$ cat config.mk
export PLATFORM = sky130hd
export DESIGN_NAME = psgb_queue
export DESIGN_NICKNAME = d
export VERILOG_FILES = /design/src/rtl/psgb_pkg.sv /design/src/rtl/psgb_queue.sv
export SDC_FILE = /design/constraint.sdc
export NUM_CORES = 1
export LEC_CHECK = 0
export ABC_AREA = 0
export BUFFER_PORTS_ARGS = -buffer_cell sky130_fd_sc_hd__buf_2
export CAP_MARGIN = 20
export CORE_MARGIN = 3
export CORE_UTILIZATION = 45
export CTS_BUF_LIST = sky130_fd_sc_hd__clkbuf_4 sky130_fd_sc_hd__clkbuf_8
export DETAILED_ROUTE_END_ITERATION = 16
export PLACE_DENSITY = 0.7
export SLEW_MARGIN = 20
export SYNTH_ARGS = -nofsm -noshare
export SYNTH_HDL_FRONTEND = slang
export SYNTH_SLANG_ARGS = --single-unit
$ cat constraint.sdc
create_clock -name clock -period 6.4 [get_ports clock]
set_input_delay 1.28 -clock clock [delete_from_list [all_inputs] [get_ports clock]]
set_output_delay 1.28 -clock clock [all_outputs]
set_load 0.005 [all_outputs]
$ cat src/rtl/psgb_pkg.sv
// shared types, constants and helpers for the point source grid binner
// no dependencies; the rtl files but psgb_ram use scoped names, verif files import it
package psgb_pkg;

   // grid storage
   localparam int MAX_COLS = 64;
   localparam int MAX_ROWS = 64;
   localparam int NBINS    = MAX_COLS * MAX_ROWS;
   localparam int BIN_W    = (NBINS > 1) ? $clog2(NBINS) : 1;
   localparam int COL_W    = (MAX_COLS > 1) ? $clog2(MAX_COLS) : 1;
   localparam int ROW_W    = (MAX_ROWS > 1) ? $clog2(MAX_ROWS) : 1;

   // field widths
   localparam int POS_W     = 32;
   localparam int HALF_W    = 31;
   localparam int SCALE_W   = 32;
   localparam int PIX_W     = 7;
   localparam int OUT_COL_W = 6;
   localparam int OUT_ROW_W = 6;
   localparam int SUM_W     = 48;
   localparam int HIT_W     = 24;
   localparam int WORD_W    = SUM_W + HIT_W;

   // saturation limits
   localparam logic signed [SUM_W-1:0] SUM_MAX = {1'b0, {(SUM_W-1){1'b1}}};
   localparam logic signed [SUM_W-1:0] SUM_MIN = {1'b1, {(SUM_W-1){1'b0}}};
   localparam logic [HIT_W-1:0]        HIT_MAX = {HIT_W{1'b1}};

   // queue between front and back
   localparam int Q_DEPTH = 2;
   localparam int Q_PTR_W = (Q_DEPTH > 1) ? $clog2(Q_DEPTH) : 1;
   localparam int Q_CNT_W = $clog2(Q_DEPTH + 1);

   // register port
   localparam int CSR_ADDR_W = 5;
   localparam int CSR_DATA_W = 32;
   localparam int CSR_IDX_W  = 3;

   typedef enum logic [CSR_IDX_W-1:0] {
      REG_X_HALF   = 3'd0,
      REG_Y_HALF   = 3'd1,
      REG_X_SCALE  = 3'd2,
      REG_Y_SCALE  = 3'd3,
      REG_X_PIXELS = 3'd4,
      REG_Y_PIXELS = 3'd5
   } csr_index_type;

   // register reset values
   localparam logic [HALF_W-1:0]  X_HALF_RESET   = '0;
   localparam logic [HALF_W-1:0]  Y_HALF_RESET   = '0;
   localparam logic [SCALE_W-1:0] X_SCALE_RESET  = 32'd65536;
   localparam logic [SCALE_W-1:0] Y_SCALE_RESET  = 32'd65536;
   localparam logic [PIX_W-1:0]   X_PIXELS_RESET = 7'd64;
   localparam logic [PIX_W-1:0]   Y_PIXELS_RESET = 7'd64;

   typedef enum logic [1:0] {
      OP_ADD   = 2'd0,
      OP_READ  = 2'd1,
      OP_CLEAR = 2'd2,
      OP_NONE  = 2'd3
   } opcode_type;

   typedef struct packed {
      logic [1:0]              opcode;
      logic signed [POS_W-1:0] x_pos;
      logic signed [POS_W-1:0] y_pos;
      logic signed [POS_W-1:0] flux;
      logic [OUT_COL_W-1:0]    read_col;
      logic [OUT_ROW_W-1:0]    read_row;
   } req_type;

   typedef struct packed {
      logic [OUT_COL_W-1:0]    bin_col;
      logic [OUT_ROW_W-1:0]    bin_row;
      logic                    in_range;
      logic signed [SUM_W-1:0] flux_sum;
      logic [HIT_W-1:0]        hit_count;
   } rsp_type;

   typedef struct packed {
      logic [HALF_W-1:0]  x_half_width;
      logic [HALF_W-1:0]  y_half_width;
      logic [SCALE_W-1:0] x_scale;
      logic [SCALE_W-1:0] y_scale;
      logic [PIX_W-1:0]   x_pixels;
      logic [PIX_W-1:0]   y_pixels;
   } cfg_type;

   // one classified request, handed from front to back
   typedef struct packed {
      opcode_type              op;
      logic                    hit;
      logic [OUT_COL_W-1:0]    col;
      logic [OUT_ROW_W-1:0]    row;
      logic [BIN_W-1:0]        bin;
      logic signed [POS_W-1:0] flux;
   } entry_type;

   // pixel count clamped to the storage limit
   function automatic logic [31:0] clamp_pix(logic [PIX_W-1:0] pix, int limit);
      logic [31:0] wide;
      wide = 32'(pix);
      return (wide > 32'(limit)) ? 32'(limit) : wide;
   endfunction

endpackage

$ cat src/rtl/psgb_queue.sv
// short flip-flop queue of classified requests between front and back
// depends on psgb_pkg
module psgb_queue (
   input  logic                clock,
   input  logic                reset,
   input  logic                push,
   input  psgb_pkg::entry_type push_data,
   output logic                full,
   input  logic                pop,
   output psgb_pkg::entry_type head,
   output logic                empty
);

   psgb_pkg::entry_type               slot_ff [psgb_pkg::Q_DEPTH];
   logic [psgb_pkg::Q_PTR_W-1:0]      wr_ptr_ff, wr_ptr_in;
   logic [psgb_pkg::Q_PTR_W-1:0]      rd_ptr_ff, rd_ptr_in;
   logic [psgb_pkg::Q_CNT_W-1:0]      count_ff, count_in;
   logic                              do_push, do_pop;

   assign full    = (count_ff == psgb_pkg::Q_CNT_W'(psgb_pkg::Q_DEPTH));
   assign empty   = (count_ff == '0);
   assign do_push = push && !full;
   assign do_pop  = pop && !empty;
   assign head    = slot_ff[rd_ptr_ff];

   // pointer and fill count update
   always_comb begin
      wr_ptr_in = wr_ptr_ff;
      rd_ptr_in = rd_ptr_ff;
      count_in  = count_ff;
      if (do_push) begin
         wr_ptr_in = (wr_ptr_ff == psgb_pkg::Q_PTR_W'(psgb_pkg::Q_DEPTH - 1)) ? '0
                     : wr_ptr_ff + 1'b1;
      end
      if (do_pop) begin
         rd_ptr_in = (rd_ptr_ff == psgb_pkg::Q_PTR_W'(psgb_pkg::Q_DEPTH - 1)) ? '0
                     : rd_ptr_ff + 1'b1;
      end
      if (do_push && !do_pop) begin
         count_in = count_ff + 1'b1;
      end else if (do_pop && !do_push) begin
         count_in = count_ff - 1'b1;
      end
   end

   always_ff @(posedge clock) begin
      if (reset) begin
         wr_ptr_ff <= '0;
         rd_ptr_ff <= '0;
         count_ff  <= '0;
      end else begin
         wr_ptr_ff <= wr_ptr_in;
         rd_ptr_ff <= rd_ptr_in;
         count_ff  <= count_in;
      end
   end

   // storage slots
   always_ff @(posedge clock) begin
      if (do_push) begin
         slot_ff[wr_ptr_ff] <= push_data;
      end
   end

endmodule

# After elaboration in Yosys (flattened, before gate mapping)
# Memory sizes are Yosys's and may differ from the RTL's. A register that Yosys moved wholly into a read port is not among the register bits.
# Cells that the tools add are included.
# totals
ff_bits	4
ramBits	118
input_bits	63
out_inout_bits	61
elab_cells	27
mem_count	1
# op_classes
n_addsub	4
n_eq_ne	1
muxes	8
n_reduce_logical	10
# memory_table
name	depth	width	read_ports	rd_ports_with_merged_regs	write_ports	line_no	text
slot_ff	2	59	1	1	1	psgb_queue.sv:14	psgb_pkg::entry_type slot_ff [psgb_pkg::Q_DEPTH];
# ops
cell	count
$mux W1	6
$logic_and A1 B1 Y1	4
$logic_not A1 Y1	4
$mux W2	2
$add A1 B1 Y1 const B	2
$add A2 B1 Y2 const B	1
$eq A2 B2 Y1 const B	1
$logic_not A2 Y1	1
$reduce_bool A2 Y1	1
$sub A2 B1 Y2 const B	1

# Depth between registers and ports, before layout
# depth
word_depth	7
mapped_depth	6
ltp_nobuf	6

# Least setup slack after synthesis
# No wires, ideal clock.
# synth_path
path_kind	in2reg
start	in push
end	mem slot_ff[1][0] in the netlist's numbering, enable pin
setup_ps	423
t_arrival_ps	2863
t_required_ps	5977
slack_ps	3113
path_stages	3
path_buffers	0
path_cell_list	inv_1 > nor2_1 > and2_1
# synth_between
elab_chain_len	3
# synth_rtl
element	line_no	text
start: declaration	psgb_queue.sv:6	input logic push,
$logic_and A1 B1 Y1	psgb_queue.sv:22	assign do_push = push && !full;
named net do_push	psgb_queue.sv:18	logic do_push, do_pop;
$mux W1	psgb_queue.sv:60	if (do_push) begin
$mux W1 (implied by the code)	psgb_queue.sv:61	slot_ff[wr_ptr_ff] <= push_data;
end: declaration	psgb_queue.sv:14	
# The timed path passes the listed nets, and every way through them passes these cells.

==> metrics.yaml <==
status:
  status: "finished, final reports clean"
hold_path:
  holdCritStartpoint: "wr_ptr_ff$_SDFFE_PP0P_"
  min_path_cells: 2
  worstHoldEndpoint: "wr_ptr_ff$_SDFFE_PP0P_"
  hold_path_class: "reg2reg"
placed_design:
  numPlacedInstances: 457
  port_buffers: 123
  placed_area_um2: 5230
  dp_hpwl_mm: 5.14
  place.gp.congestion: 0.732
pwr:
  p_per_area_nw_per_um2: 396
  ir_drop_v: 0.000215
  p_sw_uw: 555
  internal_power_mw: 1.68
  switching_share: 0.248
  clock_power_share: 0.317
  p_leak_nw: 2.13
  pwr-share-comb: 0.212
  share_seq_of_total_power: 0.472
  power.total_mw: 2.23
synth:
  syn_area_um2: 4480
  synth_xor_area_frac: 0.00587
  synthCells: 209
  synth.avg_cell_area_um2: 21.4
  yosysWarnings: 0
  synth_compound_area_frac: 0.00559
  synth_adder_area_share: 0.00279
  synth.mux.area_fraction: 0.148
  ys_seq_elements: 123
  synth.net_count: 273
  synthSimpleGateAreaFrac: 0.0103
  yosys.cell_types.count: 14
  seq_area_frac_synth: 0.813
  synth_top_family_by_area: "multiplexers"
die:
  dieArea_um2: 11200
  coreArea_um2: 9460
  die_h_um: 106
  dieWidth_um: 106
  start_util: 0.474
  ioPinCount: 124
  rows: 35
clocking:
  cts_tree: "done"
  cts_buffer_depth: 2
  root_buffer: "clkbuf_8"
  cts_resized: 0
  clkTransAtPathRegs_ps: 60
  cts_setup_buffers: 0
  numCtsBuffers: 17
  hold_buffers: 0
  insertion_delay_ps: 410
  cts_sinks: 123
  htreeDepth: 4
setup_path:
  crit_chain: "buf_4 -> mux2_2 -> buf_2"
  slowest_delay_ps: 560
  crit_slowest_cell: "buf_4"
  r2r_start: "count_ff[0]$_SDFFE_PP0P_"
  critPathArrivalTime_ps: 2080
  rr_endpoint: "slot_ff[0][46]$_DFFE_PP_"
  worst-endpoint-required_ps: 5120
  setup.worst_path.start_class: "flip-flop"
  path_depth: 3
  critPathBufInv: 2
  cp_top_family: "buffers and inverters"
  crit_type: "reg2out"
  crit_path_end_kind: "output port"
  r2r_slack_ps: 4340
  ff2ff_path_depth: 4
  worst-path-max-fanout: 46
sta:
  period_minus_slack_ps: 3360
  grt_setup_unrepaired: "false"
  worst_slew_pin_slew_ps: 732
  fin_crit_sh: 0.525
  timing.final.max_slew_violations: 0
  hold_viol_final: 0
  fin_tns_setup_ps: 0
  clock.fmax_mhz: 297
  slew-limit-headroom: 0.512
  finClkSkew_ps: 8.67
  setup_violations: 0
grt:
  track_usage: 0.148
  grt_max_degree: 53
  grt_pass1_wl_mm: 12.4
  antenna_found_initial: 0
  overflow: 0
  grt_pass1_vias: 2490
routing:
  via_per_inst: 4.80
  drt_wl_total_mm: 7.94
  dr.pass1.iters: 4
  vias: 2345
  final_antenna_net_count: 0
  post_drt_wl_per_cell_um: 16.2
  drc: 0
  drtIter0Drc: 84
layout:
  final_util: 0.597
  layout_common_cells: "buf_2, edfxtp_1, mux2_2"
  drive_above_1_share: 0.608
  area_growth_syn_to_layout_pct: 26.1
  mostFrequentLayoutCell: "buf_2"
  num_antenna_cells: 0
  fin_cells: 489
  nNetsFinal: 411
  fin_area_um2: 5650
run:
  drv_cap: 0
==> metal layers <==
metal | up-vias | wire [µm] | track usage | part of all wire
met4 | 0 | 71 | 0.0527 | 0.0089
met5 | - | 0 | 0 | 0
met1 | 1138 | 3320 | 0.181 | 0.42
li1 | 1097 | - | - | -
met2 | 99 | 3880 | 0.234 | 0.49
met3 | 11 | 663 | 0.0674 | 0.084
==> worst register-to-register path: stages (launching register included) <==
cell and delay, ps:
dfxtp_1 450, nor2b_2 100, or3_1 350, inv_2 170, buf_4 590
==> how the worst max path moves through the flow <==
stage                   start                       to  slack (ps)
global route        flip-flop                 head[37]        2890
finish              flip-flop                 head[37]        3040
CTS                 flip-flop                 head[30]        2960
detailed placement       push  slot_ff[0][1]$_DFFE_PP_        3400
floorplan                push  slot_ff[1][0]$_DFFE_PP_        3110
global placement    flip-flop                 head[30]        3440
==> state kept, by name, summed over array words and instances, names as in the netlist, named ones only <==
signal and flops:
rd_ptr_ff 1, wr_ptr_ff 1, slot_ff 118, count_ff 2
==> area by class of cell <==
cell class,instances,area [µm²]
multi-input combinational,77,776
fill,755,3810
tap,129,161
clock buffer,18,241
timing repair buffer,126,638
inverter,2,7.51
sequential,123,3640
clock inverter,14,178
==> cell usage after synthesis (all sizes together) <==
| master | number | share of area |
|---|---|---|
| nor2b | 1 | 0.0020 |
| xor2 | 3 | 0.0059 |
| ha | 1 | 0.0028 |
| nor2 | 5 | 0.0042 |
| dfxtp | 5 | 0.022 |
| mux2 | 59 | 0.15 |
| edfxtp | 118 | 0.79 |
| or3 | 2 | 0.0028 |
| inv | 2 | 0.0017 |
| o21ai | 3 | 0.0034 |
| and2 | 1 | 0.0014 |
| a21oi | 2 | 0.0022 |
| buf | 7 | 0.012 |
==> metrics by stage <==
stage                     hold WS (ps)  setup WS [ps]
after global routing               530           2890
after detailed placement           484           3400
after floorplan                    452           3110
after global placement             472           3440
final                              493           3040
after CTS                          494           2960
==> power groups by stage <==
| stage | sequential (mW) | clock, mW | combinational (mW) |
|---|---|---|---|
| 2_1_floorplan | 1.05 | 0 | 0.305 |
| 3_3_place_gp | 1.07 | 0 | 0.477 |
| 3_5_place_dp | 1.07 | 0 | 0.482 |
| 4_1_cts | 1.06 | 0.729 | 0.485 |
| 5_1_grt | 1.07 | 0.761 | 0.519 |
| 6_report | 1.05 | 0.708 | 0.473 |
==> kinds of logic after synthesis <==
logic type,Yosys count
adders and majority gates,1
buffers and inverters,9
AOI/OAI and AO/OA,5
xor gates and xnor gates,3
and+or+nand+nor,9
DFF,123
muxes,59
No activity file was read; power rests on OpenSTA's default activity.
