`src/rtl/psgb_pkg.sv`:
```
// shared types, constants and helpers for the point source grid binner
// no dependencies; the rtl files but psgb_ram use scoped names, verif files import it
package psgb_pkg;

   // grid storage
   localparam int MAX_COLS = 64;
   localparam int MAX_ROWS = 64;
   localparam int NBINS    = MAX_COLS * MAX_ROWS;
   localparam int BIN_W    = (NBINS > 1) ? $clog2(NBINS) : 1;
   localparam int COL_W    = (MAX_COLS > 1) ? $clog2(MAX_COLS) : 1;
   localparam int ROW_W    = (MAX_ROWS > 1) ? $clog2(MAX_ROWS) : 1;

   // field widths
   localparam int POS_W     = 32;
   localparam int HALF_W    = 31;
   localparam int SCALE_W   = 32;
   localparam int PIX_W     = 7;
   localparam int OUT_COL_W = 6;
   localparam int OUT_ROW_W = 6;
   localparam int SUM_W     = 48;
   localparam int HIT_W     = 24;
   localparam int WORD_W    = SUM_W + HIT_W;

   // saturation limits
   localparam logic signed [SUM_W-1:0] SUM_MAX = {1'b0, {(SUM_W-1){1'b1}}};
   localparam logic signed [SUM_W-1:0] SUM_MIN = {1'b1, {(SUM_W-1){1'b0}}};
   localparam logic [HIT_W-1:0]        HIT_MAX = {HIT_W{1'b1}};

   // queue between front and back
   localparam int Q_DEPTH = 2;
   localparam int Q_PTR_W = (Q_DEPTH > 1) ? $clog2(Q_DEPTH) : 1;
   localparam int Q_CNT_W = $clog2(Q_DEPTH + 1);

   // register port
   localparam int CSR_ADDR_W = 5;
   localparam int CSR_DATA_W = 32;
   localparam int CSR_IDX_W  = 3;

   typedef enum logic [CSR_IDX_W-1:0] {
      REG_X_HALF   = 3'd0,
      REG_Y_HALF   = 3'd1,
      REG_X_SCALE  = 3'd2,
      REG_Y_SCALE  = 3'd3,
      REG_X_PIXELS = 3'd4,
      REG_Y_PIXELS = 3'd5
   } csr_index_type;

   // register reset values
   localparam logic [HALF_W-1:0]  X_HALF_RESET   = '0;
   localparam logic [HALF_W-1:0]  Y_HALF_RESET   = '0;
   localparam logic [SCALE_W-1:0] X_SCALE_RESET  = 32'd65536;
   localparam logic [SCALE_W-1:0] Y_SCALE_RESET  = 32'd65536;
   localparam logic [PIX_W-1:0]   X_PIXELS_RESET = 7'd64;
   localparam logic [PIX_W-1:0]   Y_PIXELS_RESET = 7'd64;

   typedef enum logic [1:0] {
      OP_ADD   = 2'd0,
      OP_READ  = 2'd1,
      OP_CLEAR = 2'd2,
      OP_NONE  = 2'd3
   } opcode_type;

   typedef struct packed {
      logic [1:0]              opcode;
      logic signed [POS_W-1:0] x_pos;
      logic signed [POS_W-1:0] y_pos;
      logic signed [POS_W-1:0] flux;
      logic [OUT_COL_W-1:0]    read_col;
      logic [OUT_ROW_W-1:0]    read_row;
   } req_type;

   typedef struct packed {
      logic [OUT_COL_W-1:0]    bin_col;
      logic [OUT_ROW_W-1:0]    bin_row;
      logic                    in_range;
      logic signed [SUM_W-1:0] flux_sum;
      logic [HIT_W-1:0]        hit_count;
   } rsp_type;

   typedef struct packed {
      logic [HALF_W-1:0]  x_half_width;
      logic [HALF_W-1:0]  y_half_width;
      logic [SCALE_W-1:0] x_scale;
      logic [SCALE_W-1:0] y_scale;
      logic [PIX_W-1:0]   x_pixels;
      logic [PIX_W-1:0]   y_pixels;
   } cfg_type;

   // one classified request, handed from front to back
   typedef struct packed {
      opcode_type              op;
      logic                    hit;
      logic [OUT_COL_W-1:0]    col;
      logic [OUT_ROW_W-1:0]    row;
      logic [BIN_W-1:0]        bin;
      logic signed [POS_W-1:0] flux;
   } entry_type;

   // pixel count clamped to the storage limit
   function automatic logic [31:0] clamp_pix(logic [PIX_W-1:0] pix, int limit);
      logic [31:0] wide;
      wide = 32'(pix);
      return (wide > 32'(limit)) ? 32'(limit) : wide;
   endfunction

endpackage

```
`src/rtl/psgb_csr.sv`:
```
// configuration registers behind the apb-style register port
// depends on psgb_pkg
module psgb_csr (
   input  logic                             clock,
   input  logic                             reset,
   input  logic                             csr_psel,
   input  logic                             csr_penable,
   input  logic                             csr_pwrite,
   input  logic [psgb_pkg::CSR_ADDR_W-1:0]  csr_paddr,
   input  logic [psgb_pkg::CSR_DATA_W-1:0]  csr_pwdata,
   output logic [psgb_pkg::CSR_DATA_W-1:0]  csr_prdata,
   output logic                             csr_pready,
   output psgb_pkg::cfg_type                cfg
);

   psgb_pkg::cfg_type       cfg_ff, cfg_in;
   psgb_pkg::csr_index_type idx;
   logic                    wr;

   assign idx        = psgb_pkg::csr_index_type'(csr_paddr[psgb_pkg::CSR_ADDR_W-1:2]);
   assign wr         = csr_psel && csr_penable && csr_pwrite;
   assign csr_pready = 1'b1;
   assign cfg        = cfg_ff;

   // register write decode
   always_comb begin
      cfg_in = cfg_ff;
      if (wr) begin
         case (idx)
            psgb_pkg::REG_X_HALF: begin
               cfg_in.x_half_width = csr_pwdata[psgb_pkg::HALF_W-1:0];
            end
            psgb_pkg::REG_Y_HALF: begin
               cfg_in.y_half_width = csr_pwdata[psgb_pkg::HALF_W-1:0];
            end
            psgb_pkg::REG_X_SCALE: begin
               cfg_in.x_scale = csr_pwdata[psgb_pkg::SCALE_W-1:0];
            end
            psgb_pkg::REG_Y_SCALE: begin
               cfg_in.y_scale = csr_pwdata[psgb_pkg::SCALE_W-1:0];
            end
            psgb_pkg::REG_X_PIXELS: begin
               cfg_in.x_pixels = csr_pwdata[psgb_pkg::PIX_W-1:0];
            end
            psgb_pkg::REG_Y_PIXELS: begin
               cfg_in.y_pixels = csr_pwdata[psgb_pkg::PIX_W-1:0];
            end
            default: begin
               cfg_in = cfg_ff;
            end
         endcase
      end
   end

   always_ff @(posedge clock) begin
      if (reset) begin
         cfg_ff.x_half_width <= psgb_pkg::X_HALF_RESET;
         cfg_ff.y_half_width <= psgb_pkg::Y_HALF_RESET;
         cfg_ff.x_scale      <= psgb_pkg::X_SCALE_RESET;
         cfg_ff.y_scale      <= psgb_pkg::Y_SCALE_RESET;
         cfg_ff.x_pixels     <= psgb_pkg::X_PIXELS_RESET;
         cfg_ff.y_pixels     <= psgb_pkg::Y_PIXELS_RESET;
      end else begin
         cfg_ff <= cfg_in;
      end
   end

   // read back
   always_comb begin
      case (idx)
         psgb_pkg::REG_X_HALF:   csr_prdata = 32'(cfg_ff.x_half_width);
         psgb_pkg::REG_Y_HALF:   csr_prdata = 32'(cfg_ff.y_half_width);
         psgb_pkg::REG_X_SCALE:  csr_prdata = cfg_ff.x_scale;
         psgb_pkg::REG_Y_SCALE:  csr_prdata = cfg_ff.y_scale;
         psgb_pkg::REG_X_PIXELS: csr_prdata = 32'(cfg_ff.x_pixels);
         psgb_pkg::REG_Y_PIXELS: csr_prdata = 32'(cfg_ff.y_pixels);
         default:                csr_prdata = '0;
      endcase
   end

endmodule

```
`config.mk`:
```
export PLATFORM = sky130hd
export DESIGN_NAME = psgb_csr
export DESIGN_NICKNAME = d
export VERILOG_FILES = /design/src/rtl/psgb_pkg.sv /design/src/rtl/psgb_csr.sv
export SDC_FILE = /design/constraint.sdc
export NUM_CORES = 1
export LEC_CHECK = 0
export BUFFER_PORTS_ARGS = -buffer_cell sky130_fd_sc_hd__buf_2
export CAP_MARGIN = 10
export CORE_MARGIN = 5
export CORE_UTILIZATION = 51
export DETAILED_ROUTE_END_ITERATION = 10
export PLACE_DENSITY = 0.86
export SLEW_MARGIN = 20
export SYNTH_ARGS = -nofsm -noshare
export SYNTH_HDL_FRONTEND = slang
export SYNTH_SLANG_ARGS = --single-unit
```
`constraint.sdc`:
```
create_clock -name clock -period 1.4 [get_ports clock]
set_input_delay 0.07 -clock clock [delete_from_list [all_inputs] [get_ports clock]]
set_output_delay 0.07 -clock clock [all_outputs]
set_load 0.01 [all_outputs]
```
* Word-level counts from Yosys, hierarchy flattened *
Cells that the tools add are included.

word-level totals
  flip-flop bits (word level) = 140
  logic and storage cells = 21

cells by class
  equal/unequal tests = 5
  muxes and demuxes = 1
  reduce and logical (&&, ||, !) cells = 9

operators with widths
  cell                                            count
  case mux 32 bit (6 select lines)                1
  AND reduction 2 bit                             6
  == test 3 x 2 -> 1 bit (second input constant)  2
  == test 3 bit (second input constant)           2
  == test 3 x 1 -> 1 bit (second input constant)  1
  zero test 3 bit                                 1
  logical AND 1 bit                               2

* Longest topological paths before layout *
  word-level depth = 3
  depth in mapped cells = 7
  gate-level depth less buffers = 3

* Worst setup path before layout *
Ideal clock, no wire load.

  path type = input-to-output
  start = in csr_paddr[3] (netlist bit)
  end = out csr_prdata[3] (netlist bit)
  arrival time = 1.172 ns
  slack = 0.158 ns
  stages = 6
  path buffers = 3
  path through = buf_4 buf_6 buf_2 nor2b_1 a22oi_1 a21oi_1

on the way
  longest elaborated chain between the ends = 2
  elaborated cells between the ends (all ways) = 7
  those cells by class = eq/ne (5); mux (1); reduce/logical (1)

RTL lines
  item                                         line            source
  start: declaration                           psgb_csr.sv:9   input logic [psgb_pkg::CSR_ADDR_W-1:0] csr_paddr,
  == test 3 bit, or another cell as far along  psgb_csr.sv:70  case (idx)
  case mux 32 bit (6 select lines) (*)         psgb_csr.sv:70
  end: declaration                             psgb_csr.sv:11  output logic [psgb_pkg::CSR_DATA_W-1:0] csr_prdata,

Every way passes the cells marked *; elsewhere a longest branch is shown, timed or not.

* Worst setup path in the final report *
  start = reg cfg_ff (netlist bit cfg[15])
  end = out csr_prdata[1] (netlist bit)

on the way
  longest elaborated chain between the ends = 1

RTL lines
  item                              line            source
  start: declaration                psgb_csr.sv:16  psgb_pkg::cfg_type cfg_ff, cfg_in;
  start signal: assignment          psgb_csr.sv:64  cfg_ff <= cfg_in;
  case mux 32 bit (6 select lines)  psgb_csr.sv:70

No other way between the ends.

==> flow_metrics.py <==
metrics = {
    "run_status": {
        "status": "finished, violations left",
        "violations": "negative setup slack",
    },
    "yosys": {
        "synth.distinct_cells": 31,
        "syn_inst": 604,
        "synth-xor-area-share_pct": 0,
        "synth_fa_ha_area_share_pct": 0,
        "synth_compound_area_share_pct": 2.11,
        "synth_mux_area_share_pct": 31.5,
        "synth.net_count": 646,
        "synth_seq_cells": 140,
        "ys_seq_area_share_pct": 41.9,
        "ys_warn_count": 0,
        "synth_top_family_by_area": "multiplexers",
        "synth-simple-area-share_pct": 20.2,
        "synth_area_per_cell_um2": 11.1,
        "synth_area_um2": 6700,
    },
    "clock_network": {
        "htreeDepth": 4,
        "cts_inserted_buffers": 17,
        "clockBufferDepth": 2,
        "clock-sinks": 140,
        "clkTransAtPathRegs_ps": 60,
        "cts-root-buf": "clkbuf_16",
        "clkLatencyLatePin_ps": 410,
        "cts_tree": "built",
    },
    "timing": {
        "holdWs_ps": 13.2,
        "tightest_slew_ps": 634,
        "min_period_ps": 1640,
        "max_freq_mhz": 611,
        "setup_violations": 31,
        "final.period_utilization_pct": 117,
        "final.setup_skew_ps": 0,
        "slew_violations": 0,
        "finalHoldViolCount": 0,
        "setup_ws_ps": -236,
        "rsz0062_at_grt": "true",
        "max_slew_margin_pct": 57.7,
    },
    "cells_and_area": {
        "diodes": 0,
        "drive_gt1_share_pct": 54.4,
        "synthToLayoutAreaGrowth_pct": 44.7,
        "nNetsFinal": 946,
        "n_fill_cell": 828,
        "largest_register_ffs": 140,
    },
    "job": {
        "cap_violations": 0,
    },
    "floorplan": {
        "core-area_um2": 12700,
        "die_h_um": 125,
        "die-area_um2": 15500,
        "rows": 41,
        "ios": 215,
        "die_w_um": 125,
        "start_util_pct": 52.6,
    },
    "setup_path": {
        "worstSetupPathType": "flip-flop to primary output",
        "critPathBufInv": 1,
        "worstPathCellList": "mux2_4, a22o_1, a221o_1, buf_2",
        "ff2ff_setup_slack_ps": 550,
        "path_delay_family": "compound AO/OA/AOI/OAI gates",
        "critPathRequiredTime_ps": 1330,
        "start_kind": "flip-flop",
        "crit_arrival_ps": 1570,
        "cp_slowest_stage_delay_ps": 330,
        "cp_max_fo": 2,
        "slowest_stage": "dfxtp_2",
        "worst_setup_path_end_kind": "primary output",
    },
    "power_and_ir_drop": {
        "p_leak_nw": 5.07,
        "p_per_area_nw_per_um2": 956,
        "irDropWorstVdd_mv": 0.731,
    },
    "global_routing": {
        "grt.met3_usage_pct": 7.42,
        "grtUsageMet1_pct": 30.9,
        "use_met2_pct": 46.4,
        "overflow": 0,
        "grt_util_all_layers_pct": 26.8,
        "antenna_found_initial": 1,
        "grt_pass1_wl_mm": 33.6,
        "grt_max_degree": 75,
        "top_usage_layer": "met2",
        "grt_pass1_vias": 6424,
    },
    "route": {
        "ant_nets": 0,
        "avgViaCountPerCell": 5.45,
        "first_pass_iters": 6,
        "drc": 0,
        "routed_wl_mm": 21.3,
        "wl_per_cell_um": 19.6,
        "vias": 5935,
        "first_iter_violations": 345,
    },
    "placement": {
        "gp_congestion": 0.791,
        "place_hpwl_mm": 13.4,
        "place_ws_ps": -60.4,
        "numPortBuffers": 211,
    },
    "hold_path": {
        "hold_path.class": "primary input to flip-flop",
    },
}
tightest hold or removal path, cell delays in order:
cell and delay (ps):
buf_2 80, nand2b_1 110, mux2i_1 130
cell type report:
cell class	instances	area [um2]	area share (%)
multi-input cells	415	3700	38.2
inverters	1	3.75	0.0387
repair buffers	329	2260	23.3
flip-flops and latches	140	2920	30.1
clock inverters	7	85.1	0.878
clock buffers	25	505	5.22
well taps	172	215	2.22
path summary, 6_finish.rpt:
path,startpoint,endpoint,depth (start not counted)
hold reg to reg,cfg[98]$_SDFFE_PP0P_,cfg[98]$_SDFFE_PP0P_,2
hold / removal,csr_pwdata[13],cfg[27]$_SDFFE_PP0P_,3
setup reg to reg,cfg[32]$_SDFFE_PP0P_,cfg[32]$_SDFFE_PP0P_,4
setup / recovery,cfg[15]$_SDFFE_PP0P_,csr_prdata[1],4
per-layer routing:
layer / wire length, um / share of wire [%] / vias up
met3: 1600 / 7.5 / 52
met4: 564 / 2.6 / 2
met1: 8340 / 39 / 2905
met2: 10800 / 51 / 311
met5: 7 / 0.033 / -
li1: - / - / 2665
cells by family after synthesis:
kind of cell / after synthesis
DFF: 140
muxes: 179
other: 1
and+or+nand+nor: 217
buffers and inverters: 49
AOI/OAI and AO/OA: 18
cells in the final DEF (no fill, tap or decap), types with 2 or more instances in the layout:
| cell type | count |
|---|---|
| buf_2 | 193 |
| nand2b_1 | 169 |
| mux2i_1 | 142 |
| dfxtp_2 | 92 |
| buf_4 | 88 |
| dfxtp_1 | 48 |
| mux4_2 | 24 |
| and2_4 | 19 |
| dlygate4sd3_1 | 18 |
| clkbuf_16 | 17 |
| buf_6 | 17 |
| buf_12 | 13 |
| and2_1 | 8 |
| mux2_2 | 7 |
| nor2_1 | 7 |
| mux2_4 | 6 |
| clkinv_2 | 5 |
| clkbuf_8 | 5 |
| nand2_2 | 4 |
| a22o_1 | 3 |
| a221o_1 | 3 |
| a22oi_1 | 3 |
| a221oi_2 | 3 |
| a21oi_1 | 3 |
| clkbuf_1 | 3 |
| nor2b_1 | 2 |
| bufinv_16 | 2 |
report_power, final:
part / switching (mW) / internal, mW
Combinational: 0.351 / 0.365
Clock: 1.66 / 2.85
Sequential: 0.0224 / 4.02
cell usage after synthesis:
cell type | instances | share of area [%]
a221o_1 | 3 | 0.45
clkbuf_1 | 23 | 1.3
inv_1 | 1 | 0.056
nor2b_1 | 3 | 0.28
mux2i_1 | 142 | 21
nor2_2 | 1 | 0.094
and4_1 | 1 | 0.13
mux4_2 | 24 | 8.1
conb_1 | 1 | 0.056
o21ai_0 | 1 | 0.075
nand2b_1 | 169 | 16
nand3_2 | 1 | 0.15
and4b_1 | 1 | 0.15
nor3b_1 | 1 | 0.11
and2_4 | 2 | 0.26
a221oi_1 | 3 | 0.39
buf_2 | 8 | 0.60
nand2_1 | 3 | 0.17
buf_4 | 9 | 1.0
a21oi_1 | 3 | 0.22
mux2_1 | 1 | 0.17
nor2_1 | 7 | 0.39
dfxtp_1 | 140 | 42
buf_6 | 8 | 1.3
a22oi_1 | 4 | 0.45
a2bb2oi_1 | 1 | 0.13
a22o_1 | 3 | 0.39
and2_1 | 25 | 2.3
and3b_1 | 1 | 0.13
nand2_2 | 2 | 0.19
mux2_2 | 12 | 2.0
stage by stage:
stage | instance area, um2 | power (mW) | TNS, ps | util, % | cells
finish | 9690 | 9.26 | -4330 | 76.1 | 1089
global route | 9690 | 9.54 | -5800 | 76.1 | 1089
CTS | 9540 | 9.25 | -4710 | 75.0 | 1082
detailed placement | 8070 | 4.75 | -471 | 63.4 | 968
global placement | 8070 | 4.73 | -452 | 63.4 | 968
floorplan | 6700 | 4.51 | 0 | - | 604
repair_timing:
item	CTS	global route
hold buffers	18	0
endpoints found under the setup margin	31	31
pin swaps	24	2
resized for setup	114	24
endpoints found under the hold margin	43	0
buffers inserted	64	7
(Power assumes the default switching activity.)
