==> config.mk <==
export PLATFORM = sky130hd
export DESIGN_NAME = psgb_front
export DESIGN_NICKNAME = d
export VERILOG_FILES = /design/src/rtl/psgb_pkg.sv /design/src/rtl/psgb_front.sv
export SDC_FILE = /design/constraint.sdc
export NUM_CORES = 2
export LEC_CHECK = 0
export CAP_MARGIN = 25
export CORE_UTILIZATION = 45
export DETAILED_ROUTE_END_ITERATION = 12
export DONT_BUFFER_PORTS = 1
export GPL_ROUTABILITY_DRIVEN = 0
export GPL_TIMING_DRIVEN = 0
export PLACE_DENSITY = 0.59
export RECOVER_POWER = 25
export SLEW_MARGIN = 40
export SYNTH_ARGS = -nofsm -noshare
export SYNTH_HDL_FRONTEND = slang
export SYNTH_SLANG_ARGS = --single-unit
==> constraint.sdc <==
create_clock -name clock -period 19.4 [get_ports clock]
set_input_delay 0.97 -clock clock [delete_from_list [all_inputs] [get_ports clock]]
set_output_delay 0.97 -clock clock [all_outputs]
set_load 0.01 [all_outputs]
==> src/rtl/psgb_pkg.sv <==
// shared types, constants and helpers for the point source grid binner
// no dependencies; the rtl files but psgb_ram use scoped names, verif files import it
package psgb_pkg;

   // grid storage
   localparam int MAX_COLS = 64;
   localparam int MAX_ROWS = 64;
   localparam int NBINS    = MAX_COLS * MAX_ROWS;
   localparam int BIN_W    = (NBINS > 1) ? $clog2(NBINS) : 1;
   localparam int COL_W    = (MAX_COLS > 1) ? $clog2(MAX_COLS) : 1;
   localparam int ROW_W    = (MAX_ROWS > 1) ? $clog2(MAX_ROWS) : 1;

   // field widths
   localparam int POS_W     = 32;
   localparam int HALF_W    = 31;
   localparam int SCALE_W   = 32;
   localparam int PIX_W     = 7;
   localparam int OUT_COL_W = 6;
   localparam int OUT_ROW_W = 6;
   localparam int SUM_W     = 48;
   localparam int HIT_W     = 24;
   localparam int WORD_W    = SUM_W + HIT_W;

   // saturation limits
   localparam logic signed [SUM_W-1:0] SUM_MAX = {1'b0, {(SUM_W-1){1'b1}}};
   localparam logic signed [SUM_W-1:0] SUM_MIN = {1'b1, {(SUM_W-1){1'b0}}};
   localparam logic [HIT_W-1:0]        HIT_MAX = {HIT_W{1'b1}};

   // queue between front and back
   localparam int Q_DEPTH = 2;
   localparam int Q_PTR_W = (Q_DEPTH > 1) ? $clog2(Q_DEPTH) : 1;
   localparam int Q_CNT_W = $clog2(Q_DEPTH + 1);

   // register port
   localparam int CSR_ADDR_W = 5;
   localparam int CSR_DATA_W = 32;
   localparam int CSR_IDX_W  = 3;

   typedef enum logic [CSR_IDX_W-1:0] {
      REG_X_HALF   = 3'd0,
      REG_Y_HALF   = 3'd1,
      REG_X_SCALE  = 3'd2,
      REG_Y_SCALE  = 3'd3,
      REG_X_PIXELS = 3'd4,
      REG_Y_PIXELS = 3'd5
   } csr_index_type;

   // register reset values
   localparam logic [HALF_W-1:0]  X_HALF_RESET   = '0;
   localparam logic [HALF_W-1:0]  Y_HALF_RESET   = '0;
   localparam logic [SCALE_W-1:0] X_SCALE_RESET  = 32'd65536;
   localparam logic [SCALE_W-1:0] Y_SCALE_RESET  = 32'd65536;
   localparam logic [PIX_W-1:0]   X_PIXELS_RESET = 7'd64;
   localparam logic [PIX_W-1:0]   Y_PIXELS_RESET = 7'd64;

   typedef enum logic [1:0] {
      OP_ADD   = 2'd0,
      OP_READ  = 2'd1,
      OP_CLEAR = 2'd2,
      OP_NONE  = 2'd3
   } opcode_type;

   typedef struct packed {
      logic [1:0]              opcode;
      logic signed [POS_W-1:0] x_pos;
      logic signed [POS_W-1:0] y_pos;
      logic signed [POS_W-1:0] flux;
      logic [OUT_COL_W-1:0]    read_col;
      logic [OUT_ROW_W-1:0]    read_row;
   } req_type;

   typedef struct packed {
      logic [OUT_COL_W-1:0]    bin_col;
      logic [OUT_ROW_W-1:0]    bin_row;
      logic                    in_range;
      logic signed [SUM_W-1:0] flux_sum;
      logic [HIT_W-1:0]        hit_count;
   } rsp_type;

   typedef struct packed {
      logic [HALF_W-1:0]  x_half_width;
      logic [HALF_W-1:0]  y_half_width;
      logic [SCALE_W-1:0] x_scale;
      logic [SCALE_W-1:0] y_scale;
      logic [PIX_W-1:0]   x_pixels;
      logic [PIX_W-1:0]   y_pixels;
   } cfg_type;

   // one classified request, handed from front to back
   typedef struct packed {
      opcode_type              op;
      logic                    hit;
      logic [OUT_COL_W-1:0]    col;
      logic [OUT_ROW_W-1:0]    row;
      logic [BIN_W-1:0]        bin;
      logic signed [POS_W-1:0] flux;
   } entry_type;

   // pixel count clamped to the storage limit
   function automatic logic [31:0] clamp_pix(logic [PIX_W-1:0] pix, int limit);
      logic [31:0] wide;
      wide = 32'(pix);
      return (wide > 32'(limit)) ? 32'(limit) : wide;
   endfunction

endpackage

==> src/rtl/psgb_front.sv <==
// front end: accepts requests, locates the bin of a source and classifies each request
// depends on psgb_pkg; feeds psgb_queue
module psgb_front (
   input  logic                clock,
   input  logic                reset,
   input  psgb_pkg::cfg_type   cfg,
   input  logic                req_valid,
   output logic                req_stall,
   input  psgb_pkg::req_type   req_data,
   input  logic                sweep_busy,
   output logic                push,
   output psgb_pkg::entry_type push_data,
   input  logic                q_full
);

   typedef enum logic [3:0] {
      F_IDLE = 4'b0001,
      F_MULX = 4'b0010,
      F_MULY = 4'b0100,
      F_PUSH = 4'b1000
   } front_state_type;

   front_state_type                  state_ff, state_in;
   logic [1:0]                       op_ff, op_in;
   logic [psgb_pkg::POS_W:0]         sx_ff, sx_in;
   logic [psgb_pkg::POS_W:0]         sy_ff, sy_in;
   logic signed [psgb_pkg::POS_W-1:0] flux_ff, flux_in;
   logic [psgb_pkg::OUT_COL_W-1:0]   rcol_ff, rcol_in;
   logic [psgb_pkg::OUT_ROW_W-1:0]   rrow_ff, rrow_in;
   logic [63:0]                      prod_ff, prod_in;
   logic [psgb_pkg::COL_W-1:0]       col_ff, col_in;
   logic                             okx_ff, okx_in;
   logic [31:0]                      npx, npy;
   logic                             oky;
   logic [psgb_pkg::ROW_W-1:0]       row_idx;
   logic                             read_hit;

   assign npx       = psgb_pkg::clamp_pix(cfg.x_pixels, psgb_pkg::MAX_COLS);
   assign npy       = psgb_pkg::clamp_pix(cfg.y_pixels, psgb_pkg::MAX_ROWS);
   assign req_stall = (state_ff != F_IDLE) || sweep_busy;

   // sequencer: one shared multiplier, x product then y product
   always_comb begin
      state_in = state_ff;
      op_in    = op_ff;
      sx_in    = sx_ff;
      sy_in    = sy_ff;
      flux_in  = flux_ff;
      rcol_in  = rcol_ff;
      rrow_in  = rrow_ff;
      prod_in  = prod_ff;
      col_in   = col_ff;
      okx_in   = okx_ff;
      push     = 1'b0;
      case (state_ff)
         F_IDLE: begin
            if (req_valid && !sweep_busy) begin
               op_in   = req_data.opcode;
               sx_in   = {req_data.x_pos[psgb_pkg::POS_W-1], req_data.x_pos}
                         + {2'b00, cfg.x_half_width};
               sy_in   = {req_data.y_pos[psgb_pkg::POS_W-1], req_data.y_pos}
                         + {2'b00, cfg.y_half_width};
               flux_in = req_data.flux;
               rcol_in = req_data.read_col;
               rrow_in = req_data.read_row;
               state_in = (psgb_pkg::opcode_type'(req_data.opcode) == psgb_pkg::OP_ADD)
                          ? F_MULX : F_PUSH;
            end
         end
         F_MULX: begin
            prod_in  = sx_ff[psgb_pkg::POS_W-1:0] * cfg.x_scale;
            state_in = F_MULY;
         end
         F_MULY: begin
            okx_in   = !sx_ff[psgb_pkg::POS_W] && (prod_ff[63:32] < npx);
            col_in   = prod_ff[32 +: psgb_pkg::COL_W];
            prod_in  = sy_ff[psgb_pkg::POS_W-1:0] * cfg.y_scale;
            state_in = F_PUSH;
         end
         F_PUSH: begin
            push = 1'b1;
            if (!q_full) begin
               state_in = F_IDLE;
            end
         end
         default: begin
            state_in = F_IDLE;
         end
      endcase
   end

   // classification of the held request
   assign oky      = !sy_ff[psgb_pkg::POS_W] && (prod_ff[63:32] < npy);
   assign row_idx  = prod_ff[32 +: psgb_pkg::ROW_W];
   assign read_hit = (32'(rcol_ff) < 32'(psgb_pkg::MAX_COLS))
                     && (32'(rrow_ff) < 32'(psgb_pkg::MAX_ROWS));

   always_comb begin
      push_data.op   = psgb_pkg::opcode_type'(op_ff);
      push_data.hit  = 1'b0;
      push_data.col  = '0;
      push_data.row  = '0;
      push_data.bin  = '0;
      push_data.flux = flux_ff;
      case (psgb_pkg::opcode_type'(op_ff))
         psgb_pkg::OP_ADD: begin
            if (okx_ff && oky) begin
               push_data.hit = 1'b1;
               push_data.col = psgb_pkg::OUT_COL_W'(col_ff);
               push_data.row = psgb_pkg::OUT_ROW_W'(row_idx);
               push_data.bin = psgb_pkg::BIN_W'(32'(row_idx) * 32'(psgb_pkg::MAX_COLS)
                                                + 32'(col_ff));
            end
         end
         psgb_pkg::OP_READ: begin
            push_data.hit = read_hit;
            push_data.col = rcol_ff;
            push_data.row = rrow_ff;
            push_data.bin = psgb_pkg::BIN_W'(32'(rrow_ff) * 32'(psgb_pkg::MAX_COLS)
                                             + 32'(rcol_ff));
         end
         default: begin
            push_data.hit = 1'b0;
         end
      endcase
   end

   always_ff @(posedge clock) begin
      if (reset) begin
         state_ff <= F_IDLE;
      end else begin
         state_ff <= state_in;
      end
   end

   // payload holding registers
   always_ff @(posedge clock) begin
      op_ff   <= op_in;
      sx_ff   <= sx_in;
      sy_ff   <= sy_in;
      flux_ff <= flux_in;
      rcol_ff <= rcol_in;
      rrow_ff <= rrow_in;
      prod_ff <= prod_in;
      col_ff  <= col_in;
      okx_ff  <= okx_in;
   end

endmodule

# --- Word level (Yosys, flattened, before mapping) ---
# Cells that the tools add are included.
word_totals:
  word_cells: 52
  in_bits: 255
  output_inout_bits: 61
  register_bits: 187
op_classes:
  n_lt_le_gt_ge: 4
  add_sub_neg: 4
  multipliers: 2
  n_reduce_logical: 13
  eq_ne: 8
  n_mux: 11
op_table:
  columns: ["op", "count"]
  rows:
  - ["$mul 32x32->64", 2]
  - ["$pmux 64 s2", 1]
  - ["$add 32x32->33", 2]
  - ["$lt 32x7->1", 2]
  - ["$pmux 24 s2", 1]
  - ["$mux 25", 1]
  - ["$add 12x6->12", 2]
  - ["$pmux 4 s4", 1]
  - ["$gt 7x7->1 const B", 2]
  - ["$mux 7", 2]
  - ["$mux 4", 3]
  - ["$eq 4x1->1 const B", 1]
  - ["$eq 4x2->1 const B", 1]
  - ["$eq 4x3->1 const B", 1]
  - ["$eq 4x4->1 const B", 1]
  - ["$logic_and 1x1->1", 4]
  - ["$logic_not 2->1", 2]
  - ["$ne 2x2->1 const B", 2]
  - ["$ne 4x1->1 const B", 1]
  - ["$reduce_and 2->1", 2]
  - ["$logic_not 1->1", 3]
  - ["$eq 2x1->1 const B", 1]
  - ["$pmux 1 s2", 1]
  - ["$reduce_bool 2->1", 1]
  - ["2 further kinds", 2]

# --- Longest topological paths before layout ---
depth:
  word_depth: 7
  mapped_depth: 28
  depth_no_buf: 27

# --- Least setup slack after synthesis ---
# Ideal clock, no wire load.
synth_path:
  kind: "input -> register"
  from: "input port cfg[24] in the netlist's numbering"
  to: "register prod_ff[59], data pin"
  setup_ns: 0.259
  required_time_ns: 19.141
  arrival_time_ns: 8.015
  cell_stages: 26
  n_path_buf: 1
  path_slack_ns: 11.126
  cell_sequence: "clkbuf_1 > and2_1 > fa_1 > fa_1 > inv_1 > fa_1 > fa_1 > inv_1 > fa_1 > fa_1 > fa_1 > inv_1 > fa_1 > inv_1 > ha_1 > and4_1 > nand3_1 > or4_1 > a311oi_2 > nor3_2 > a21oi_2 > a31o_2 > a21o_1 > a31oi_1 > xnor2_1 > a211o_1"
synth_via:
  elab_chain_len: 2
synth_lines:
  columns: ["element", "line", "text"]
  rows:
  - ["from (decl)", "psgb_front.sv:6", "input psgb_pkg::cfg_type cfg,"]
  - ["$mul 32x32->64", "psgb_front.sv:77", "prod_in = sy_ff[psgb_pkg::POS_W-1:0] * cfg.y_scale;"]
  - ["$pmux 64 s2", "psgb_front.sv:55", "case (state_ff)"]
  - ["via prod_in[59]", "psgb_front.sv:30", "logic [63:0] prod_ff, prod_in;"]
  - ["to (signal assigned)", "psgb_front.sv:144", "prod_ff <= prod_in;"]
  - ["to (decl)", "psgb_front.sv:30", null]
# The timed path passes the listed nets, and every way through them passes these cells.
# A chain may end at the register's enable or synchronous reset.

# --- Worst setup path after layout ---
layout_path:
  from: "register sy_ff[27] in the netlist's numbering"
  to: "register prod_ff[60], data pin"
layout_via:
  elab_chain_len: 2
layout_lines:
  columns: ["element", "line", "text"]
  rows:
  - ["from (decl)", "psgb_front.sv:26", "logic [psgb_pkg::POS_W:0] sy_ff, sy_in;"]
  - ["from (signal assigned)", "psgb_front.sv:140", "sy_ff <= sy_in;"]
  - ["$mul 32x32->64", "psgb_front.sv:77", null]
  - ["$pmux 64 s2", "psgb_front.sv:55", null]
  - ["via prod_in[60]", "psgb_front.sv:30", null]
# The timed path passes the listed nets, and every way through them passes these cells.

==> flow_summary.yaml <==
sta:
  clock_skew_ns: 0.01932
  min_period_ns: 9.804
  final.period_utilization: 0.5054
  slew_violations: 14
  tightest_slew_ns: 1.705
  setup_violations: 0
  fin_setup_tns_ns: 0
  fmax_mhz: 102.0
  rsz0062_at_grt: "no"
  hold_viol_final: 0
  fin_hold_ws_ns: 0.4902
  slew-limit-headroom: -0.1432
global_routing:
  track_usage: 0.3143
  grt-ovfl-total: 0
  grt_max_degree: 34
  grt_pass1_wl_um: 373300
  grt_pass1_vias: 58910
  antenna_found_initial: 46
status:
  violations: "capacitance limit, slew limit"
  outcome: "finished, violations left"
drt:
  wl_per_cell_um: 24.93
  final_antenna_net_count: 0
  vias_per_cell: 5.511
  wl_um: 250100
  drt_iter0_drc: 5141
  drtPass1Iterations: 5
  drc: 0
  num_vias: 55290
floorplanning:
  die_y_um: 405.4
  start_util: 0.4545
  io_pins: 316
  core_sq_mm: 0.1611
  die_x_um: 405.4
  dieArea_sq_mm: 0.1643
  num_rows: 147
worst_setup_path:
  worst-path-max-fanout: 10
  critPathKind: "flop to flop"
  cp.arrival_ns: 10.06
  worstSetupEndpointType: "flop"
  required_ns: 19.66
  cp-start-kind: "flop"
clock_network:
  clock-sinks: 155
  clk_latency_ns: 0.55
  cts_inserted_buffers: 17
  cts_resized: 0
  cts_tree: "done"
  clk_pin_slew_ns: 0.08
  post_cts_buffers: 0
  cts_root_buf: "clkbuf_16"
  ctsLongestPathBuffers: 2
  h-tree-depth: 4
  cts_hold_buf: 0
finish:
  n_fill_cell: 15550
  drive_gt1_frac: 0.02091
  finalNetCount: 10470
  area_growth_pct: 4.979
synthesis:
  syn_area_per_cell_sq_um: 9.385
  synth_area_sq_mm: 0.07322
  syn-num-nets: 10440
  synth_warnings: 0
  synth_ff_type: "edfxtp_1"
  synthCells: 7802
  synth_edf_count: 151
  synth.distinct_cells: 74
  async_flop_share: 0
  ys_seq_area_frac: 0.06302
  synth-seq-cells: 155
run:
  max-cap-violations: 1
placed_design:
  dp_hpwl_um: 212000
  io_buffers: 0
hold_path:
  holdCritPathClass: "primary input to flop"
==> kinds of logic (layout without fill, tap and decap cells) <==
| group | after synthesis | after routing | share of synthesized area |
|---|---|---|---|
| xor+xnor | 116 | 116 | 0.01387 |
| fa+ha+maj | 2386 | 2386 | 0.5914 |
| other cells | 0 | 30 | 0 |
| flops | 155 | 155 | 0.06302 |
| simple gates | 2454 | 2454 | 0.1725 |
| compound gates | 529 | 529 | 0.04735 |
| buf+inv | 2157 | 2198 | 0.1112 |
| mux | 5 | 5 | 0.0006835 |
==> layout by cell type, fill, tap and decap left out, types with 17 or more instances in the layout <==
cell | netlist | final
xnor2_1 | 70 | 70
a31oi_1 | 17 | 17
nand4_1 | 29 | 29
nand2_1 | 969 | 969
diode_2 | 0 | 30
xor2_1 | 46 | 46
nor2b_1 | 21 | 21
clkbuf_16 | 0 | 17
ha_1 | 594 | 594
clkbuf_1 | 403 | 316
o21ai_0 | 88 | 85
clkbuf_2 | 0 | 89
and2_1 | 1182 | 1182
nand3_1 | 39 | 39
edfxtp_1 | 151 | 151
o21bai_1 | 18 | 18
fa_1 | 1792 | 1792
and3_1 | 17 | 17
inv_1 | 1739 | 1739
nor3_1 | 31 | 31
nand2b_1 | 25 | 25
a21o_1 | 94 | 94
a21oi_1 | 166 | 166
nor2_1 | 103 | 103
==> layout make-up <==
cell class	instances	area, sq um	area share
diodes	30	75.07	0.0009766
inverters	1740	6531	0.08497
flip-flops and latches	155	4614	0.06003
clock buffers	18	429.2	0.005583
repair buffers	9	116.4	0.001514
well taps	2160	2703	0.03516
multi-input cells	5490	60510	0.7872
plain buffers	417	1722	0.02240
clock inverters	14	168.9	0.002197
==> cell usage after synthesis (all sizes together) (5+ instances only) <==
master     n  area, sq um
fa      1792        35870
inv     1739         6528
and2    1182         7395
nand2    969         3637
ha       594         7432
clkbuf   403         1513
a21oi    167        839.6
edfxtp   151         4534
nor2     103        386.6
a21o      94        705.7
o21ai     89        445.4
xnor2     70        613.1
xor2      46        402.9
nand3     39        195.2
nor3      32        165.2
nand4     29        181.4
nand2b    25        156.4
nor2b     21        131.4
o21bai    18        135.1
a31oi     17        106.4
and3      17        106.4
a211oi    16        120.1
o211ai    15        112.6
buf       14        97.60
o21a      14        105.1
a21boi    12        93.84
a22o      12        105.1
nor4       9        56.30
o31ai      9        67.56
a211o      7        61.31
and4       7        61.31
a221oi     6        58.80
o22ai      6        37.54
mux2i      5        50.05
or3        5        31.28
==> registers in the layout, indices dropped and copies added, names as in the netlist <==
register,flops
sx_ff,33
sy_ff,33
flux_ff,32
prod_ff,32
col_ff,6
rcol_ff,6
rrow_ff,6
state_ff,4
op_ff,2
okx_ff,1
==> worst max-delay path, cell delays in order, from the launching register on <==
cell and delay [ns]:
edfxtp_1 0.74, clkbuf_1 0.78, nand2_1 0.18, fa_1 0.54, fa_1 0.53, fa_1 0.52, fa_1 0.52, inv_1 0.05
fa_1 0.59, fa_1 0.44, fa_1 0.49, inv_1 0.05, fa_1 0.48, inv_1 0.04, ha_1 0.30, a21oi_1 0.14
nor2b_1 0.06, o21ai_0 0.39, o211ai_1 0.24, nor3_2 0.71, a21boi_2 0.19, a221oi_2 0.60, o41ai_4 0.18, a311oi_1 0.37
xor2_1 0.23, o22ai_1 0.12
==> layer usage <==
layer	share of wire	global-route usage	routed length, um	vias up
met5	0.00033	0	82	-
met1	0.39	0.4080	96710	28420
met4	0.065	0.1744	16330	14
met2	0.44	0.4811	110800	2959
li1	-	-	-	23160
met3	0.10	0.07818	26140	743
==> metrics by stage <==
stage	setup WS [ns]	instances	instance area, sq um	util
2_1_floorplan	11.13	7802	73220	-
3_3_place_gp	9.409	9962	75930	0.4712
3_5_place_dp	9.568	9970	76160	0.4727
4_1_cts	9.698	10000	76760	0.4764
5_1_grt	9.327	10010	76810	0.4767
6_report	9.596	10030	76870	0.4771
==> path summary, 6_finish.rpt <==
check	slack, ns	end	cells past startpoint	from
max	9.60	prod_ff[60]	25	sy_ff[27]
min	0.49	state_ff[2]	1	reset
max reg2reg	9.60	prod_ff[60]	25	sy_ff[27]
min reg2reg	0.50	state_ff[2]	1	state_ff[3]
Power is not shown: default switching activity piles up to over one toggle a cycle in this logic, so the estimate is an artifact.
